<file path="src/cps_pkg.sv">
// shared types, codes and constants of the coulomb potential summation block
package cps_pkg;

  // request codes
  localparam logic REQ_LOAD  = 1'b0;
  localparam logic REQ_QUERY = 1'b1;

  // configuration register indexes
  localparam int unsigned CFG_AW = 3;
  localparam logic [CFG_AW-1:0] CFG_LOCAL_MODE    = 3'd0;
  localparam logic [CFG_AW-1:0] CFG_ATOM_COUNT    = 3'd1;
  localparam logic [CFG_AW-1:0] CFG_DECAY_RATE    = 3'd2;
  localparam logic [CFG_AW-1:0] CFG_SCREEN_WEIGHT = 3'd3;
  localparam logic [CFG_AW-1:0] CFG_OUTPUT_SCALE  = 3'd4;

  // configuration reset values
  localparam logic [10:0] ATOM_COUNT_RST    = 11'd0;
  localparam logic [15:0] DECAY_RATE_RST    = 16'd21571;
  localparam logic [15:0] SCREEN_WEIGHT_RST = 16'd10837;
  localparam logic [15:0] OUTPUT_SCALE_RST  = 16'd12089;

  // exp(-x) table in steps of 1/16
  localparam int unsigned EXP_STEPS = 256;
  localparam logic [63:0] EXP_RATIO = 64'd4034748382;

  // one stored atom
  typedef struct packed {
    logic signed [23:0] x;
    logic signed [23:0] y;
    logic signed [23:0] z;
    logic signed [15:0] charge;
    logic        [15:0] radius;
  } atom_t;

  typedef logic [16:0] exp_tab_t [EXP_STEPS];

  // operations of the shared iterative unit
  typedef enum logic [1:0] {
    ALU_MUL,
    ALU_DIV,
    ALU_SQRT
  } alu_op_e;

  // arithmetic steps of one atom and of the final scaling
  typedef enum logic [3:0] {
    STEP_SQX,
    STEP_SQY,
    STEP_SQZ,
    STEP_SQRT,
    STEP_DIV,
    STEP_RK,
    STEP_A2,
    STEP_A4,
    STEP_A2D6,
    STEP_A4D120,
    STEP_KD,
    STEP_WS,
    STEP_XE,
    STEP_TF,
    STEP_OSC
  } step_e;

  typedef enum logic [2:0] {
    ST_IDLE,
    ST_CHECK,
    ST_LATCH,
    ST_ISSUE,
    ST_WAIT,
    ST_ACCUM,
    ST_OUTPUT
  } ctrl_state_e;

  // controller to datapath commands
  typedef struct packed {
    logic  load;
    logic  q_init;
    logic  rd_en;
    logic  latch;
    logic  unit_start;
    logic  wb;
    logic  accum;
    step_e step;
  } cps_cmd_t;

  // datapath to controller status
  typedef struct packed {
    logic all_done;
    logic unit_done;
    logic unit_zero;
    logic local_mode;
  } cps_sts_t;

  // builds the exp(-k/16) table in Q1.32 then rounds to Q1.16
  function automatic exp_tab_t exp_table_f();
    exp_tab_t    tab;
    logic [63:0] t;
    t = 64'd1 << 32;
    for (int i = 0; i < EXP_STEPS; i++) begin
      tab[i] = 17'((t + 64'd32768) >> 16);
      t = (t * EXP_RATIO + 64'h8000_0000) >> 32;
    end
    return tab;
  endfunction

endpackage

</file>
<file path="src/cps_ctrl.sv">
// controller: sequences loads, the per-atom steps of a query and the result strobe
module cps_ctrl (
  input  logic              clk_i,
  input  logic              rst_ni,
  input  logic              start,
  input  logic              req_type_i,
  input  cps_pkg::cps_sts_t sts_i,
  output logic              busy,
  output logic              valid_o,
  output cps_pkg::cps_cmd_t cmd_o
);

  cps_pkg::ctrl_state_e state_q, state_d;
  cps_pkg::step_e       step_q, step_d;
  logic                 accept;

  // state and step registers
  always_ff @(posedge clk_i or negedge rst_ni) begin
    if (!rst_ni) begin
      state_q <= cps_pkg::ST_IDLE;
      step_q  <= cps_pkg::STEP_SQX;
    end else begin
      state_q <= state_d;
      step_q  <= step_d;
    end
  end

  // next state and commands
  always_comb begin
    state_d = state_q;
    step_d  = step_q;
    cmd_o   = '0;
    cmd_o.step = step_q;
    busy    = (state_q != cps_pkg::ST_IDLE);
    valid_o = 1'b0;
    accept  = start && !busy;
    case (state_q)
      cps_pkg::ST_IDLE: begin
        cmd_o.load   = accept && (req_type_i == cps_pkg::REQ_LOAD);
        cmd_o.q_init = accept && (req_type_i == cps_pkg::REQ_QUERY);
        if (cmd_o.q_init) begin
          state_d = cps_pkg::ST_CHECK;
        end
      end
      cps_pkg::ST_CHECK: begin
        if (sts_i.all_done) begin
          step_d  = cps_pkg::STEP_OSC;
          state_d = cps_pkg::ST_ISSUE;
        end else begin
          cmd_o.rd_en = 1'b1;
          state_d     = cps_pkg::ST_LATCH;
        end
      end
      cps_pkg::ST_LATCH: begin
        cmd_o.latch = 1'b1;
        step_d      = cps_pkg::STEP_SQX;
        state_d     = cps_pkg::ST_ISSUE;
      end
      cps_pkg::ST_ISSUE: begin
        cmd_o.unit_start = 1'b1;
        state_d          = cps_pkg::ST_WAIT;
      end
      cps_pkg::ST_WAIT: begin
        if (sts_i.unit_done) begin
          cmd_o.wb = 1'b1;
          state_d  = cps_pkg::ST_ISSUE;
          case (step_q)
            cps_pkg::STEP_SQX: step_d = cps_pkg::STEP_SQY;
            cps_pkg::STEP_SQY: step_d = cps_pkg::STEP_SQZ;
            cps_pkg::STEP_SQZ: step_d = cps_pkg::STEP_SQRT;
            cps_pkg::STEP_SQRT: begin
              if (sts_i.unit_zero) begin
                state_d = cps_pkg::ST_ACCUM;
              end else begin
                step_d = cps_pkg::STEP_DIV;
              end
            end
            cps_pkg::STEP_DIV: begin
              if (sts_i.local_mode) begin
                state_d = cps_pkg::ST_ACCUM;
              end else begin
                step_d = cps_pkg::STEP_RK;
              end
            end
            cps_pkg::STEP_RK:     step_d = cps_pkg::STEP_A2;
            cps_pkg::STEP_A2:     step_d = cps_pkg::STEP_A4;
            cps_pkg::STEP_A4:     step_d = cps_pkg::STEP_A2D6;
            cps_pkg::STEP_A2D6:   step_d = cps_pkg::STEP_A4D120;
            cps_pkg::STEP_A4D120: step_d = cps_pkg::STEP_KD;
            cps_pkg::STEP_KD:     step_d = cps_pkg::STEP_WS;
            cps_pkg::STEP_WS:     step_d = cps_pkg::STEP_XE;
            cps_pkg::STEP_XE:     step_d = cps_pkg::STEP_TF;
            cps_pkg::STEP_TF:     state_d = cps_pkg::ST_ACCUM;
            cps_pkg::STEP_OSC:    state_d = cps_pkg::ST_OUTPUT;
            default:              state_d = cps_pkg::ST_IDLE;
          endcase
        end
      end
      cps_pkg::ST_ACCUM: begin
        cmd_o.accum = 1'b1;
        state_d     = cps_pkg::ST_CHECK;
      end
      cps_pkg::ST_OUTPUT: begin
        valid_o = 1'b1;
        state_d = cps_pkg::ST_IDLE;
      end
      default: state_d = cps_pkg::ST_IDLE;
    endcase
  end

  // one result strobe per transfer
  a_valid_single: assert property (@(posedge clk_i) disable iff (!rst_ni)
    valid_o |=> !valid_o) else $error("result strobe longer than one cycle");

  // the final scaling is always followed by the result
  a_osc_then_out: assert property (@(posedge clk_i) disable iff (!rst_ni)
    (state_q == cps_pkg::ST_WAIT && sts_i.unit_done && step_q == cps_pkg::STEP_OSC)
    |=> valid_o) else $error("scaled result not delivered");

endmodule

</file>
<file path="config.mk">
export PLATFORM = sky130hd
export DESIGN_NAME = cps_ctrl
export DESIGN_NICKNAME = d
export VERILOG_FILES = /design/src/cps_pkg.sv /design/src/cps_ctrl.sv
export SDC_FILE = /design/constraint.sdc
export NUM_CORES = 1
export LEC_CHECK = 0
export BUFFER_PORTS_ARGS = -buffer_cell sky130_fd_sc_hd__buf_2
export CORE_MARGIN = 2
export CORE_UTILIZATION = 45
export DETAILED_ROUTE_END_ITERATION = 16
export PLACE_DENSITY = 0.72
export SLEW_MARGIN = 20
export SYNTH_ARGS = -nofsm -noshare
export SYNTH_HDL_FRONTEND = slang
export SYNTH_SLANG_ARGS = --single-unit
</file>
<file path="constraint.sdc">
create_clock -name clk_i -period 5.75 [get_ports clk_i]
set_clock_uncertainty 0.1 [all_clocks]
set_input_delay 0.8625 -clock clk_i [delete_from_list [all_inputs] [get_ports clk_i]]
set_output_delay 0.8625 -clock clk_i [all_outputs]
set_load 0.02 [all_outputs]
</file>
==> results.cfg <==
[outcome]
status = finished clean

[job]
drv_cap = 0

[setup_path]
crit_path_max_fanout = 10
crit_type = reg -> out
endpoint_kind = output pin
r2r_start = step_q[0]
r2r-end = step_q[3]
r2r_setup_slack_ns = 3.68
ff2ff_path_depth = 4
cp-start-kind = flip-flop
critPathArrivalTime_ns = 1.65
critPathRequiredTime_ns = 4.79

[clock_network]
path_clk_slew_ns = 0.05
cts-buffers-inserted = 3
cts_tree = done
clk_path_buf_depth = 2
clkSinkCount = 7
postCtsHoldBufs = 0
cts_resized = 0
htreeDepth = 1
clockRootBuffer = clkbuf_4
post_cts_buffers = 0
clock_latency_ns = 0.24

[drt]
wire_per_inst_um = 12.5
first_pass_iters = 4
vias = 671
drtIter0Drc = 9
drtAntennaViolNets = 0
remaining_drc_errors = 0
vias_per_cell = 5.83
wl_um = 1440

[pwr]
power.density_nw_per_um2 = 514
leakagePower_nw = 0.347
ir_worst_vdd_mv = 0.249

[place]
finalWeightedCongestion = 0.830
io_buffers = 20
hpwlAfterDp_um = 1040

[global_routing]
first_global_vias = 558
grtUsageMet3_pct = 4.68
grt-ovfl-total = 0
use_met1_pct = 19.4
top_usage_layer = met2
grt_pass1_wl_um = 2350
grt_max_degree = 19
grtUsageMet2_pct = 28.2
grt_usage_pct = 16.8
antenna_found_initial = 0

[yosys]
synth_seq_area_share_pct = 25.8
synth_edf_count = 0
netlist_instances = 83
netlist-cell-type-count = 37
ys_ff_latch = 7
yosys-top-cells-area = dfrtp_1, a21oi_1, and3_1
synth_async_sr_flop_share_pct = 100
syn_area_um2 = 678
yosysTopAreaCell = dfrtp_1
syn_avg_cell_area_um2 = 8.17
synth_fp_nets = 91
synth_top_cell_area_share_pct = 25.8
ys_warn_count = 0
synth_ff_type = dfrtp_1

[sta]
drv_slew = 0
tightest_slew_ns = 0.524
tns_ns = 0
clock.fmax_mhz = 383
slew_headroom_pct = 65.0
finalSetupViolCount = 0
rsz0062_at_grt = no
layout_min_cycle_time_ns = 2.61
fin_crit_sh_pct = 45.4
hold_viol = 0

[final_layout]
drive_above_1_share_pct = 28.3
nNetsFinal = 108
fillCellCount = 146
fin_util_pct = 53.5
area_growth_pct = 14.8
insertedDiodeCount = 0
regArea_um2 = 175
final_cell_mix = buf_2, dfrtp_1, nor2_1, nand2_1, a21oi_1
final_common_cell = buf_2
multi_input_area_um2 = 442

[floorplanning]
die_h_um = 42.8
die_w_um = 42.8
start_util_pct = 46.6
num_io_pins = 21
fp-row-count = 14
core-area_um2 = 1450
die_area_um2 = 1830

[worst_hold_path]
worstHoldPathType = in -> async
## sequential cells by signal (all words and copies together) (netlist names)
signal   flops
step_q       4
state_q      3
## cell usage after synthesis (all sizes together), types with 3 or more instances
cell type  number
a21oi           6
and3            4
buf             6
dfrtp           7
inv             4
mux2            3
nand2           6
nor2            6
nor3b           3
o21a            3
o21ai           6
## layout make-up
class / instances / share of cell area [%]
timing repair buffer: 20 / 12.9
clock buffer: 4 / 3.38
multi-input combinational: 64 / 56.8
tap: 16 / 2.57
inverter: 4 / 1.93
sequential: 7 / 22.5
## critical path, cell delays in order (launching register included)
cell and delay, ns:
dfrtp_1 0.51, nor3b_4 0.44, and2_1 0.27, buf_2 0.19
## where the power goes
group / internal (mW) / switching (mW) / total [mW]
combinational: 0.104 / 0.131 / 0.235
sequential: 0.0682 / 0.0539 / 0.122
clock: 0.0264 / 0.0167 / 0.0431
## per-stage QoR
stage,setup WS (ns),area [um^2],power (mW),std cells,hold slack (ns)
4_1_cts,3.14,778,0.404,115,0.336
3_3_place_gp,3.40,752,0.356,111,0.595
5_1_grt,3.06,778,0.438,115,0.338
3_5_place_dp,3.40,752,0.357,111,0.600
2_1_floorplan,3.19,678,0.313,83,0.467
6_report,3.14,778,0.400,115,0.338
## layer usage
metal | vias to the layer above | part of all wire [%] | wire (um)
met5 | - | 0 | 0
met4 | 0 | 1.5 | 21
met3 | 4 | 6.4 | 92
met2 | 27 | 47 | 672
met1 | 303 | 45 | 652
li1 | 337 | - | -
## logic make-up (layout without fill, tap and decap cells)
kind of cell | after synthesis | in the layout | synth area share, %
buffers and inverters | 12 | 28 | 9.04
and+or+nand+nor | 32 | 32 | 28.6
AOI/OAI and AO/OA | 29 | 29 | 31.5
DFF | 7 | 7 | 25.8
muxes | 3 | 3 | 4.98
## worst max-delay path by stage
stage	cells past startpoint	end	from
2_1_floorplan	1	cmd_o[8]	sts_i[3]
3_3_place_gp	3	cmd_o[8]	sts_i[3]
3_5_place_dp	5	step_q[3]	sts_i[1]
4_1_cts	3	cmd_o[5]	state_q[2]
5_1_grt	3	cmd_o[5]	state_q[2]
6_report	3	cmd_o[5]	state_q[2]
(Power assumes the default switching activity.)
